`src/rtl/core/bpmi_pkg.sv`:
```
// ----------------------------------------------------------------------------
// bpmi_pkg
// Shared types and constants for the binary polynomial modular inverse block.
// ----------------------------------------------------------------------------
package bpmi_pkg;

   // Polynomial degree bound: bits at and above POLY_BITS are ignored.
   localparam int POLY_BITS = 64;
   localparam int WORD_W    = 64;
   localparam int CNT_W     = $clog2(WORD_W + 1);   // holds degree + 1, 0 for zero
   localparam int SH_W      = $clog2(WORD_W);
   localparam int CSR_ADDR_W = 4;
   localparam int CSR_DATA_W = 64;

   localparam logic [WORD_W-1:0] POLY_MASK = {WORD_W{1'b1}} >> (WORD_W - POLY_BITS);

   // Register decode: one 64-bit register per 8-byte slot, so paddr[3] is the index.
   localparam logic REG_MODULUS = 1'b0;

   typedef enum logic [2:0] {
      ST_IDLE,
      ST_NORM,
      ST_DIV,
      ST_RED,
      ST_DONE
   } state_type;

   typedef struct packed {
      logic req_fire;
      logic b_zero;     // divisor degree count ran out: divisor is zero
      logic b_top;      // divisor bit under the count is set
      logic div_go;     // dividend bound still at or above divisor degree
      logic mod_zero;
      logic red_go;     // final reduction not yet below modulus degree
      logic out_free;
      logic first;      // first normalization: divisor is the modulus
   } stat_type;

   typedef struct packed {
      logic idle;
      logic start;
      logic norm_dec;
      logic set_km;
      logic div_step;
      logic swap;
      logic red_init;
      logic red_step;
      logic finish;
   } ctrl_type;

endpackage

```
`src/rtl/core/bpmi_shift_xor.sv`:
```
// ----------------------------------------------------------------------------
// bpmi_shift_xor
// Shared two-lane shift-xor unit: z = x ^ (y << shamt) on both lanes.
// ----------------------------------------------------------------------------
module bpmi_shift_xor (
   input  logic [bpmi_pkg::WORD_W-1:0] x0,
   input  logic [bpmi_pkg::WORD_W-1:0] y0,
   input  logic [bpmi_pkg::WORD_W-1:0] x1,
   input  logic [bpmi_pkg::WORD_W-1:0] y1,
   input  logic [bpmi_pkg::SH_W-1:0]   shamt,
   output logic [bpmi_pkg::WORD_W-1:0] z0,
   output logic [bpmi_pkg::WORD_W-1:0] z1
);
   import bpmi_pkg::*;

   // Lane 0 carries the remainder, lane 1 the Bezout coefficient.
   assign z0 = x0 ^ (y0 << shamt);
   assign z1 = x1 ^ (y1 << shamt);

endmodule

```
`config.mk`:
```
export PLATFORM = sky130hd
export DESIGN_NAME = bpmi_shift_xor
export DESIGN_NICKNAME = d
export VERILOG_FILES = /design/src/rtl/core/bpmi_pkg.sv /design/src/rtl/core/bpmi_shift_xor.sv
export SDC_FILE = /design/constraint.sdc
export NUM_CORES = 1
export LEC_CHECK = 0
export BUFFER_PORTS_ARGS = -buffer_cell sky130_fd_sc_hd__buf_2
export CORE_ASPECT_RATIO = 0.9
export CORE_MARGIN = 3
export CORE_UTILIZATION = 40
export DETAILED_ROUTE_END_ITERATION = 8
export PLACE_DENSITY = 0.68
export RECOVER_POWER = 100
export SKIP_LAST_GASP = 1
export SLEW_MARGIN = 40
export SYNTH_ARGS = -nofsm -noshare
export SYNTH_HDL_FRONTEND = slang
export SYNTH_SLANG_ARGS = --single-unit
```
`constraint.sdc`:
```
create_clock -name vclk -period 6.3
set_input_delay 0.945 -clock vclk [all_inputs]
set_output_delay 0.945 -clock vclk [all_outputs]
set_load 0.1 [all_outputs]
```
# Yosys cells after proc, flatten, opt, wreduce, memory -nomap -nowiden
# Cells that the tools add are included.
[classes]
shift = 2
bitwise_logic = 2
[op_table]
columns = ["op", "n"]
rows = [
  ["$shl 64x6->64", 2],
  ["$xor 64x64->64", 2],
]
[totals]
regBits = 0
out_inout_bits = 128

# Depth between registers and ports, before layout
[depth]
ltp_word = 2
mapped_depth = 11

# Worst setup path before layout
# OpenSTA, ideal clock, no wires.
[synth_path]
kind = "input to output"
start = "input shamt[0] (netlist name)"
end = "output z1[62] (netlist name)"
path_stages = 6
slack_ns = 1.123
path_buffers = 2
arrival_ns = 4.232
required_time_ns = 5.355
path_cell_list = "buf_6 buf_2 mux2_2 mux4_2 mux4_2 xnor2_1"
[synth_via]
elab_chain_cells = 2
[synth_rtl]
columns = ["element", "line", "rtl"]
rows = [
  ["from (decl)", "bpmi_shift_xor.sv:10", "input logic [bpmi_pkg::SH_W-1:0] shamt,"],
  ["$shl 64x6->64", "bpmi_shift_xor.sv:18", "assign z1 = x1 ^ (y1 << shamt);"],
  ["$xor 64x64->64", "bpmi_shift_xor.sv:18", ""],
  ["to (decl)", "bpmi_shift_xor.sv:12", "output logic [bpmi_pkg::WORD_W-1:0] z1"],
]
# No other way between the ends.

# Worst setup path after layout
[layout_path]
start = "input shamt[1] (netlist name)"
end = "output z0[56] (netlist name)"
[layout_via]
elab_chain_cells = 2
[layout_rtl]
columns = ["element", "line", "rtl"]
rows = [
  ["$shl 64x6->64", "bpmi_shift_xor.sv:17", "assign z0 = x0 ^ (y0 << shamt);"],
  ["$xor 64x64->64", "bpmi_shift_xor.sv:17", ""],
  ["to (decl)", "bpmi_shift_xor.sv:11", "output logic [bpmi_pkg::WORD_W-1:0] z0,"],
]
# No other way between the ends.

==> results.md <==
Floorplan:
- The standard-cell row count is 54.
- After floorplanning, the core was sized to cover 24500 sq um.
- The area of the die is 27100 sq um.
- The starting density of the core is 0.411.
- The die is 173 microns wide.
- From bottom edge to top edge, the die measures 157 microns.
- The I/O pin count is 390.

Layout:
- The area growth from synthesis to layout is 20.6%.
- The area occupied by registers is 0 sq um.
- The number of clock-tree buffers in the layout is 0.
- For this run, the post-layout net count is 1750.
- For this run, the share of the core covered by cells in the final layout is 0.495.
- The number of flip-flops and latches is 0.
- The final non-filler cell total is 1822.
- The share of cells above drive strength 1 is 0.364.
- 0 antenna diodes ended up in the layout.

Setup path:
- The highest fanout seen on the critical path is 54.
- The data arrival time at the worst-slack endpoint is 4840 ps.
- The gate family responsible for the most delay along the worst path is buffers and inverters.
- The critical path goes through buf_4, clkbuf_2, mux4_2, mux2i_1, o22ai_1, nor3_1, a21oi_1, xor2_1, clkbuf_1.
- STA classifies the critical path startpoint as an input pin.
- The largest incremental delay on the critical path is 1120 ps.
- The required time of the critical path is 5350 ps.
- The slowest stage of the critical path is the sky130_fd_sc_hd__clkbuf_2 cell.
- The worst setup path is captured at a primary output.
- The number of buffers and inverters on the critical path is 3.
- The start-to-end type of the worst setup path is input pin to primary output.

Place:
- The HPWL reported at the end of detailed placement is 41500 microns.
- The count of buffers added on input and output ports is 390.
- Routability-driven placement finished with a final weighted congestion of 1.10.
- After detailed placement, the design holds a cell count of 1820.

Synthesis:
- By instance count, the leading cell after synthesis is sky130_fd_sc_hd__mux2i_1.
- The number of nets in the synthesized netlist is 1419.
- Counting distinct cell types in the post-synthesis netlist gives 67.
- Yosys attributes the largest share of cell area to sky130_fd_sc_hd__mux4_2 24%, sky130_fd_sc_hd__mux2i_1 11%, sky130_fd_sc_hd__mux2_2 7.5%.
- Of the post-synthesis cell area, the dominant cell type holds 0.244.
- Summing every instance area after synthesis gives 10100 sq um.
- Of the synthesized area, sequential elements account for 0.
- The commonest cells after synthesis are 113 x sky130_fd_sc_hd__mux2i_1, 109 x sky130_fd_sc_hd__mux4_2, 109 x sky130_fd_sc_hd__nand2_1.
- The average instance area after synthesis is 8.70 sq um.
- The count of warnings emitted by yosys is 0.
- sky130_fd_sc_hd__mux4_2 takes more of the synthesized area than any other cell.
- The gate count of the mapped netlist is 1157.

Hold path:
- The number of cells traversed by the worst hold path is 3.
- The startpoint of the lowest-slack hold path is x0[5].
- The worst hold path terminates at z0[5].
- The worst hold path belongs to the class input pin to primary output.

Detailed routing:
- For this block, the initial DRC count from the detailed router was 1876.
- The final wirelength is 52200 microns.
- The ratio of routed vias to standard cells is 6.80.
- The final routed wire length divided by cell count is 28.6 microns.
- Summing over every cut layer, the via total after detailed routing is 12386.
- The number of detailed-route iterations in the first pass is 8.
- The number of nets with antenna violations after detailed routing is 0.
- The total DRC errors in the routed layout is 0.

Job:
- The max-capacitance violation count is 0.

Pwr:
- The leakage component of the power is 4.97 nW.
- Dividing total power by cell area gives a power density of 184 nW/um^2.
- Across the VDD grid, the largest voltage drop is 0.000159 V.

Timing:
- The hold violation count in the final report is 0.
- Derived from the worst setup path, the maximum achievable clock frequency is 173 MHz.
- The transition time at the pin with the least slew margin is 1450 ps.
- The final number of max-transition violations came to 0.
- Setup repair after global routing left no endpoint under its margin.
- The worst slew margin relative to its limit is 0.0345.
- The post-route minimum period is 5780 ps.
- The setup total negative slack is 0 ps.
- Setup violations remaining at the end of the flow were counted as 0.
- The share of the clock period used by the worst path is 0.918.

GRT:
- The number of global-route vias before repair is 11799.
- The maximum number of pins on one net before global-route repair is 74.
- The aggregate global routing overflow is 0.
- The first global-routing pass estimated 76600 microns of wire.
- Across every metal layer, demand over resource in global routing totals 0.364.
- The number of antenna violations at the first check in global routing is 0.

Clocking:
- The total of hold buffers inserted after clock tree synthesis is 0.
- In this run the post-CTS setup repair buffer count came out at 0.
- Post-CTS repair changed the size of 0 cells.

Status:
- The run finished with clean final reports.
[kinds of logic after synthesis]
| family | share of synthesized area |
|---|---|
| compound gates | 0.224 |
| mux | 0.475 |
| simple gates | 0.126 |
| xor+xnor | 0.111 |
| buf+inv | 0.0630 |
[cells in the final DEF (no fill, tap or decap), types with 37 or more instances in the layout]
master	synthesis	layout
sky130_fd_sc_hd__buf_2	28	291
sky130_fd_sc_hd__mux2i_1	113	113
sky130_fd_sc_hd__mux4_2	109	109
sky130_fd_sc_hd__nand2_1	109	109
sky130_fd_sc_hd__nor2_1	101	97
sky130_fd_sc_hd__clkbuf_1	48	92
sky130_fd_sc_hd__xor2_1	77	77
sky130_fd_sc_hd__mux2_2	67	67
sky130_fd_sc_hd__o22ai_1	56	56
sky130_fd_sc_hd__xnor2_1	51	51
sky130_fd_sc_hd__buf_4	13	43
sky130_fd_sc_hd__a21oi_1	42	42
sky130_fd_sc_hd__o21ai_0	37	37
[report_power, final]
group	internal [mW]	total (mW)	switching [mW]
combinational	0.537	2.23	1.69
sequential	0	0	0
clock	0	0	0
total	0.537	2.23	1.69
[cell type report]
| type | instances | area (sq um) |
|---|---|---|
| tap | 336 | 420 |
| inverter | 6 | 23.8 |
| multi-input combinational | 1041 | 9450 |
| fill | 2457 | 12400 |
| timing repair buffer | 439 | 2250 |
[layer usage]
metal	wire, microns	GRT usage	part of all wire	vias to the layer above
met5	0	0	0	-
met3	5460	0.0461	0.10	173
met4	3290	0.174	0.063	0
met2	24100	0.606	0.46	993
li1	-	-	-	5291
met1	19400	0.475	0.37	5929
[per-stage QoR]
| step | area (sq um) | worst slack, ps | total power [mW] | hold WS [ps] |
|---|---|---|---|---|
| global placement | 12200 | 1010 | 2.21 | 2310 |
| detailed placement | 12200 | 1070 | 2.22 | 2310 |
| finish | 12100 | 517 | 2.23 | 2310 |
| global route | 12100 | 436 | 2.30 | 2320 |
| floorplan | 10100 | 1120 | 1.69 | 2340 |
| CTS | 12200 | 1070 | 2.22 | 2310 |
[worst max-delay path by stage]
stage | startpoint | endpoint | cells past startpoint
after floorplan | shamt[0] | z1[62] | 6
after global placement | shamt[2] | z1[47] | 8
after detailed placement | shamt[0] | z0[55] | 8
after CTS | shamt[0] | z0[55] | 8
after global routing | shamt[1] | z0[31] | 8
final | shamt[1] | z0[56] | 9
Note: power is estimated with default switching activity, not from simulation.
