### src/rtl/core/bpmi_pkg.sv
// ----------------------------------------------------------------------------
// bpmi_pkg
// Shared types and constants for the binary polynomial modular inverse block.
// ----------------------------------------------------------------------------
package bpmi_pkg;

   // Polynomial degree bound: bits at and above POLY_BITS are ignored.
   localparam int POLY_BITS = 64;
   localparam int WORD_W    = 64;
   localparam int CNT_W     = $clog2(WORD_W + 1);   // holds degree + 1, 0 for zero
   localparam int SH_W      = $clog2(WORD_W);
   localparam int CSR_ADDR_W = 4;
   localparam int CSR_DATA_W = 64;

   localparam logic [WORD_W-1:0] POLY_MASK = {WORD_W{1'b1}} >> (WORD_W - POLY_BITS);

   // Register decode: one 64-bit register per 8-byte slot, so paddr[3] is the index.
   localparam logic REG_MODULUS = 1'b0;

   typedef enum logic [2:0] {
      ST_IDLE,
      ST_NORM,
      ST_DIV,
      ST_RED,
      ST_DONE
   } state_type;

   typedef struct packed {
      logic req_fire;
      logic b_zero;     // divisor degree count ran out: divisor is zero
      logic b_top;      // divisor bit under the count is set
      logic div_go;     // dividend bound still at or above divisor degree
      logic mod_zero;
      logic red_go;     // final reduction not yet below modulus degree
      logic out_free;
      logic first;      // first normalization: divisor is the modulus
   } stat_type;

   typedef struct packed {
      logic idle;
      logic start;
      logic norm_dec;
      logic set_km;
      logic div_step;
      logic swap;
      logic red_init;
      logic red_step;
      logic finish;
   } ctrl_type;

endpackage

### src/rtl/core/bpmi_ctrl.sv
// ----------------------------------------------------------------------------
// bpmi_ctrl
// Sequencer for the Euclid loop: normalize, divide step, swap, final reduce.
// ----------------------------------------------------------------------------
module bpmi_ctrl (
   input  logic                clock,
   input  logic                reset,
   input  bpmi_pkg::stat_type  stat,
   output bpmi_pkg::ctrl_type  ctrl
);
   import bpmi_pkg::*;

   state_type state_ff;
   state_type state_in;

   always_ff @(posedge clock) begin
      if (reset) begin
         state_ff <= ST_IDLE;
      end else begin
         state_ff <= state_in;
      end
   end

   // next state
   always_comb begin
      state_in = state_ff;
      case (state_ff)
         ST_IDLE: begin
            if (stat.req_fire) state_in = ST_NORM;
         end
         ST_NORM: begin
            if (stat.b_zero) begin
               state_in = stat.mod_zero ? ST_DONE : ST_RED;
            end else if (stat.b_top) begin
               state_in = ST_DIV;
            end
         end
         ST_DIV: begin
            if (!stat.div_go) state_in = ST_NORM;
         end
         ST_RED: begin
            if (!stat.red_go) state_in = ST_DONE;
         end
         ST_DONE: begin
            if (stat.out_free) state_in = ST_IDLE;
         end
         default: state_in = ST_IDLE;
      endcase
   end

   // outputs
   always_comb begin
      ctrl = '0;
      case (state_ff)
         ST_IDLE: begin
            ctrl.idle  = 1'b1;
            ctrl.start = stat.req_fire;
         end
         ST_NORM: begin
            if (stat.b_zero) begin
               ctrl.red_init = !stat.mod_zero;
            end else if (stat.b_top) begin
               ctrl.set_km = stat.first;
            end else begin
               ctrl.norm_dec = 1'b1;
            end
         end
         ST_DIV: begin
            ctrl.div_step = stat.div_go;
            ctrl.swap     = !stat.div_go;
         end
         ST_RED: begin
            ctrl.red_step = stat.red_go;
         end
         ST_DONE: begin
            ctrl.finish = stat.out_free;
         end
         default: ctrl = '0;
      endcase
   end

   assert property (@(posedge clock) disable iff (reset)
      ctrl.start |=> (state_ff == ST_NORM))
      else $error("start did not enter normalization");

   assert property (@(posedge clock) disable iff (reset)
      ctrl.finish |=> ctrl.idle)
      else $error("finish did not return to idle");

   assert property (@(posedge clock) disable iff (reset)
      $onehot0({ctrl.div_step, ctrl.swap, ctrl.red_step, ctrl.norm_dec, ctrl.finish}))
      else $error("conflicting datapath commands");

endmodule

### config.mk
export PLATFORM = sky130hd
export DESIGN_NAME = bpmi_ctrl
export DESIGN_NICKNAME = d
export VERILOG_FILES = /design/src/rtl/core/bpmi_pkg.sv /design/src/rtl/core/bpmi_ctrl.sv
export SDC_FILE = /design/constraint.sdc
export NUM_CORES = 1
export LEC_CHECK = 0
export ABC_AREA = 1
export BUFFER_PORTS_ARGS = -buffer_cell sky130_fd_sc_hd__buf_2
export CAP_MARGIN = 30
export CORE_AREA = 2 2 39 41
export CTS_CLUSTER_SIZE = 8
export DETAILED_ROUTE_END_ITERATION = 16
export DIE_AREA = 0 0 41 43
export SLEW_MARGIN = 5
export SYNTH_ARGS = -nofsm -noshare
export SYNTH_HDL_FRONTEND = slang
export SYNTH_SLANG_ARGS = --single-unit
### constraint.sdc
create_clock -name clock -period 1.2 [get_ports clock]
set_input_delay 0.18 -clock clock [delete_from_list [all_inputs] [get_ports clock]]
set_output_delay 0.18 -clock clock [all_outputs]
set_load 0.01 [all_outputs]
* After elaboration in Yosys (flattened, before gate mapping)
Cells that the tools add are included.
Operators by class: bitwise operators 0, magnitude comparators 0, shifts and indexed selects 0, multipliers 0, reduce and logical (&&, ||, !) cells 4, add/subtract/negate cells 0, multiplexer cells 18, div/mod/pow operators 0, equal/unequal tests 9
Operators with widths (count):
- 3-bit 2-to-1 mux | 7
- 3-bit one-hot mux with 5 select lines | 1
- 2-bit 2-to-1 mux | 4
- 2-bit != test, second input constant | 4
- 3-bit by 2-bit == test with 1-bit output, second input constant | 2
- 1-bit 2-to-1 mux | 6
- 5-bit AND reduction | 1
- 3-bit by 1-bit == test with 1-bit output, second input constant | 1
- 3-bit == test, second input constant | 1
- 3-bit zero test | 1
- 3-bit != test, second input constant | 1
- 1-bit zero test | 2
Storage, ports and cells: memory bits (writable) 0, bits in latches 0, memories kept 0, input bits 10, flip-flop bits (word level) 3, memory bits (read-only) 0

* Logic depth before layout (Yosys ltp)
Gate-level depths: netlist (run 1).
depth in word-level cells 3, mapped depth 9, depth with buffers taken out 9

* Worst setup path before layout (run 1)
No wires, ideal clock.
path type register to register, from register state_ff[1], to register state_ff[0], arrival 1.017 ns, setup time 0.114 ns, buffers on the path 0, setup slack 0.069 ns, stages on the path, launching flop included 9, clock period less this slack 1.131 ns, path through dfxtp_1 -> inv_2 -> nand3_2 -> nor2_2 -> nor2_4 -> nand2_2 -> nand2_1 -> nand2_1 -> nor2_2
Between the ends: longest elaborated chain between the ends 3, elaborated cells on any way between the ends 12
RTL lines:
- start, declared | RTL line bpmi_ctrl.sv:13 | state_type state_ff;
- start signal, assigned | RTL line bpmi_ctrl.sv:20 | state_ff <= state_in;
- 3-bit by 1-bit == test with 1-bit output (tied with other cells) | RTL line bpmi_ctrl.sv:27 | case (state_ff)
- 3-bit != test (no source line) / 2-bit != test (equally long branches)
- 5-bit AND reduction (no source line)
Several ways; a longest one is shown, not always the timed one. A chain may end at the register's enable or synchronous reset.

==> flow_summary.toml, run 1 <==
[timing]
grt_setup_unrepaired = "true"
fin_tns_setup_ns = -0.332
worst_pin_slew_ns = 0.230
max_freq_ghz = 0.781
finalCritPeriodShare = 1.07
finClkSkew_ns = 0.00127
finalSetupViolations = 9
timing.final.ws_setup_ns = -0.0808
hold_viol_final = 0
slew_headroom = 0.845
fin_crit_ns = 1.28
whs_ns = 0.233
drv_slew = 0

[synth]
synthTopCellsByArea = "dfxtp_1 20%, inv_1 13%, nand2_1 11%"
yosysMostFrequentCell = "inv_1"
synthArstFlopShare = 0
synthDistinctLibCells = 16
synth_area_leader_cell = "dfxtp_1"
synth_nets = 64
ys_ff_latch = 3
yosysSeqAreaShare = 0.202
yosys.area.top_type_share = 0.202
synthTopCellsByCount = "10 x inv_1, 9 x nand2_1, 7 x nor2_1"
mappedNetlistArea_sq_um = 298
syn_area_per_cell_sq_um = 5.51
yosys_warnings = 0
yosys_most_used_dff = "dfxtp_1"
synth_edf_count = 0
synth_cells = 54

[die]
chipWidth_um = 41
dieArea_sq_um = 1760
pin_count = 19
die_h_um = 43
core_sq_um = 1380
initial_utilization = 0.215
num_rows = 14

[placement]
dp_hpwl_um = 663
io_buffers = 18
globalplace.congestion = 0.801

[layout]
fill_cells = 154
area_growth_pct = 95.4
fin_nets = 97
diodes = 0
largest_reg_flops = 3
regMostFlops = "state_ff"
drive_above_1_share = 0.640
top_regs = "state_ff: 3 flops"

[power_and_ir_drop]
vdd_drop_max_uv = 812
power.density_nw_per_um2 = 2450
leakagePower_uw = 0.000330

[worst_hold_path]
hp-class = "input pin to flop"
min_path_cells = 4
hp-start = "reset"
min_to = "state_ff[1]$_SDFFE_PP0P_"

[setup_path]
worst_ep_required_time_ns = 1.02
crit_chain = "inv_4 > nand3_4 > buf_6 > nor3_2 > buf_2"
crit_path_max_incr_delay_ns = 0.36
crit_family = "flip-flops"
crit_path_start_kind = "flop"
worstPathArrival_ns = 1.10
critPathMaxFanout = 4
regToRegEndpoint = "state_ff[2]$_SDFFE_PP0P_"
crit_path_top_delay_cell = "dfxtp_4"
rr_startpoint = "state_ff[1]$_SDFFE_PP0P_"
crit_buf_inv = 3
r2r_slack_ns = -0.01
cp-end-kind = "output pin"
r2r_cells = 8
criticalPathCategory = "flop to output pin"

[clock_tree]
ctsHoldBuffers = 0
clk_pin_slew_ns = 0.04
cts_htree_levels = 1
cts-root-buf = "clkbuf_4"
insertion_delay_ns = 0.23
cts_tree = "built"
cts_sinks = 3
clock_path_buffers = 2
numCtsBuffers = 3

[routing]
wl_per_cell_um = 8.91
via_per_inst = 4.36
ant_nets = 0
vias = 445
wl_um = 909
first_pass_iters = 3
drc = 0
drt_iter0_drc = 4

[global_route]
antenna_found_initial = 0
grt_pass1_vias = 417
grt_usage = 0.123
grt_start_max_net_pins = 6
grt_pass1_wl_mm = 1.55
grt-ovfl-total = 0

[outcome]
status = "complete, but fails checks"
violations = "negative setup slack"

[flow_run]
cap_violations = 0
[kinds of logic (layout without fill, tap and decap cells)]
logic type	after synthesis	after routing	synth area share
and+or+nand+nor	33	33	0.550
buffers and inverters	13	45	0.164
AOI/OAI and AO/OA	5	5	0.0840
DFF	3	3	0.202
[placed cells by master (no fill, tap or decap)]
cell type	n
inv_1	8
inv_4	2
nor4_1	1
nand3_4	1
clkbuf_1	1
nor3_1	1
o21ai_1	1
nor2_2	5
dfxtp_4	3
inv_2	3
clkbuf_4	3
nor2_1	3
nand3_1	2
nand2_1	9
nand4_1	1
nand2_2	2
nor3_2	3
buf_6	1
buf_4	9
o21ai_0	2
a21oi_1	2
nand3_2	3
buf_2	18
nor2_4	2
[final cells by class]
type / instances / area [sq um] / share of cell area
multi-input combinational: 38 / 241 / 0.415
timing repair buffer: 28 / 169 / 0.290
sequential: 3 / 71.3 / 0.123
inverter: 13 / 53.8 / 0.0925
clock buffer: 4 / 26.3 / 0.0452
tap: 16 / 20.0 / 0.0344
[worst max-delay path by stage]
stage                             startpoint                  endpoint  slack [ns]  cells after the start
global route        state_ff[1]$_SDFFE_PP0P_                   ctrl[5]       -0.13                      5
detailed placement  state_ff[0]$_SDFFE_PP0P_  state_ff[0]$_SDFFE_PP0P_       -0.02                      9
finish              state_ff[2]$_SDFFE_PP0P_                   ctrl[5]       -0.08                      5
global placement    state_ff[0]$_SDFFE_PP0P_  state_ff[0]$_SDFFE_PP0P_       -0.05                      9
floorplan           state_ff[1]$_SDFFE_PP0P_  state_ff[0]$_SDFFE_PP0P_        0.07                      8
CTS                 state_ff[2]$_SDFFE_PP0P_                   ctrl[5]       -0.08                      5
[metrics by stage]
stage	instance area (sq um)	utilization	total power, uW	std cells	setup slack (ns)
final	582	0.420	1430	102	-0.0808
after detailed placement	453	0.327	946	94	-0.0157
after CTS	559	0.404	1360	100	-0.0754
after global placement	453	0.327	945	94	-0.0465
after global routing	582	0.420	1540	102	-0.132
after floorplan	298	-	648	54	0.0688
[report_power, final]
group,internal [uW],switching [uW],total (uW)
sequential,175,101,275
clock,124,46.3,171
combinational,476,504,980
total,775,650,1430
[layer usage]
| layer | vias up | wire (um) | share of wire | track usage |
|---|---|---|---|---|
| met2 | 12 | 462 | 0.51 | 0.200 |
| met5 | - | 0 | 0 | 0 |
| met3 | 4 | 30 | 0.033 | 0 |
| met1 | 197 | 387 | 0.43 | 0.150 |
| li1 | 232 | - | - | - |
| met4 | 0 | 29 | 0.032 | 0.0800 |
[repair_timing]
action                     in CTS  in global routing
cloned                          0                  0
pin swaps                       4                  1
resized for setup              21                  2
buffers inserted                2                  2
setup endpoints to repair      12                 12
[tightest hold or removal path: stages]
cell,delay [ns]
buf_2,0.09
inv_1,0.05
nand2_1,0.06
nor2_1,0.04
Note: power is estimated with default switching activity, not from simulation.
==> run 2, diff against run 1 <==
==> constraint.sdc (replaced) <==
create_clock -name clock -period 1.7 [get_ports clock]
set_input_delay 0.255 -clock clock [delete_from_list [all_inputs] [get_ports clock]]
set_output_delay 0.255 -clock clock [all_outputs]
set_load 0.01 [all_outputs]
==> flow_summary.toml, run 2 (synthesis results as in run 1) <==
[outcome]
status = "finished clean"

[layout]
final_common_cell = "buf_2"
top_regs = "state_ff: 3 flops"
final_cell_mix = "18 x buf_2, 10 x inv_1, 9 x nand2_1"
fin_nets = 87
diodes = 0
area_growth_pct = 45.8
fin_util = 0.314
regMostFlops = "state_ff"
largest_reg_flops = 3
drive_above_1_share = 0.395
instances_no_fill = 92

[worst_hold_path]
hp-class = "input pin to flop"

[placement]
globalplace.congestion = 0.812
io_buffers = 18
dp_cells = 88
dp_hpwl_um = 660

[routing]
drc = 0
vias = 394
wl_um = 759
drt_iter0_drc = 5
first_pass_iters = 3
via_per_inst = 4.28
wl_per_cell_um = 8.25
ant_nets = 0

[timing]
whs_ns = 0.291
drv_slew = 0
grt_setup_unrepaired = "false"
fin_crit_ns = 1.44
worst_pin_slew_ns = 0.263
fin_tns_setup_ns = 0
hold_viol_final = 0
slew_headroom = 0.825
finClkSkew_ns = 0.00291
max_freq_ghz = 0.693
finalCritPeriodShare = 0.848
finalSetupViolations = 0

[setup_path]
critPathMaxFanout = 7
worst_ep_required_time_ns = 1.44
crit_path_start_kind = "flop"
worstPathArrival_ns = 1.19
criticalPathCategory = "flop to output pin"
cp-end-kind = "output pin"

[global_route]
grt_usage = 0.100
grt_pass1_vias = 345
antenna_found_initial = 0
grt_pass1_wl_mm = 1.23
grt-ovfl-total = 0
grt_start_max_net_pins = 8

[die]
num_rows = 14
die_h_um = 43
pin_count = 19
initial_utilization = 0.215
core_sq_um = 1380
chipWidth_um = 41
dieArea_sq_um = 1760

[clock_tree]
insertion_delay_ns = 0.23
cts_tree = "built"
numCtsBuffers = 3
clock_path_buffers = 2
cts_sinks = 3
cts_htree_levels = 1
cts-root-buf = "clkbuf_4"
clk_pin_slew_ns = 0.04
cts_resized = 0
ctsHoldBuffers = 0
postCtsSetupRepairBufs = 0

[power_and_ir_drop]
leakagePower_uw = 0.000274
power.density_nw_per_um2 = 1600
power.total_uw = 696
vdd_drop_max_uv = 504

[flow_run]
cap_violations = 0
-- run 2: cell types whose count changed in the layout (fill, tap and decap cells not counted), moves of 2 or more --
cell     change
buf_4        -9
nor2_1       +4
dfxtp_1      +3
dfxtp_4      -3
nand3_1      +3
nor2_2       -3
nor3_1       +3
nor3_2       -3
inv_1        +2
inv_4        -2
nand3_2      -2
-- run 2: path summary, 6_finish.rpt --
| check | startpoint | endpoint | slack (ns) | depth (start not counted) |
|---|---|---|---|---|
| worst max-delay path | state_ff[1]$_SDFFE_PP0P_ | ctrl[6] | 0.26 | 4 |
| worst max register to register | state_ff[1]$_SDFFE_PP0P_ | state_ff[2]$_SDFFE_PP0P_ | 0.47 | 7 |
| worst min-delay path | reset | state_ff[1]$_SDFFE_PP0P_ | 0.29 | 4 |
| worst min register to register | state_ff[1]$_SDFFE_PP0P_ | state_ff[1]$_SDFFE_PP0P_ | 0.61 | 2 |
-- run 2: layer usage --
layer	wire length (um)	global-route usage	vias up
met5	0	0	-
met3	31	0.0628	0
met2	395	0.169	8
li1	-	-	213
met4	0	0	0
met1	331	0.109	173
-- run 2: critical path, stage by stage (launching register included) --
cell	delay, ns
dfxtp_1	0.37
inv_2	0.13
nand3_2	0.12
nor2_2	0.17
buf_2	0.16
-- run 2: area by class of cell --
cell class | instances | area [sq um]
Clock buffer | 4 | 26.3
Fill cell | 166 | 950
Inverter | 13 | 48.8
Multi-Input combinational cell | 38 | 189
Sequential cell | 3 | 60.1
Tap cell | 16 | 20.0
Timing Repair Buffer | 18 | 90.1
-- run 2: stage by stage --
| stage | setup WS (ns) | cell area (sq um) |
|---|---|---|
| after CTS | 0.243 | 434 |
| after detailed placement | 0.469 | 408 |
| after global routing | 0.154 | 434 |
| after global placement | 0.479 | 408 |
| final | 0.258 | 434 |
| after floorplan | 0.569 | 298 |
-- run 2: report_power, final --
part           total (uW)  leakage [uW]  switching [uW]  internal [uW]
registers             153     0.0000248            49.6            103
clock network         126     0.0000150            37.8           88.0
logic                 417      0.000234             260            158
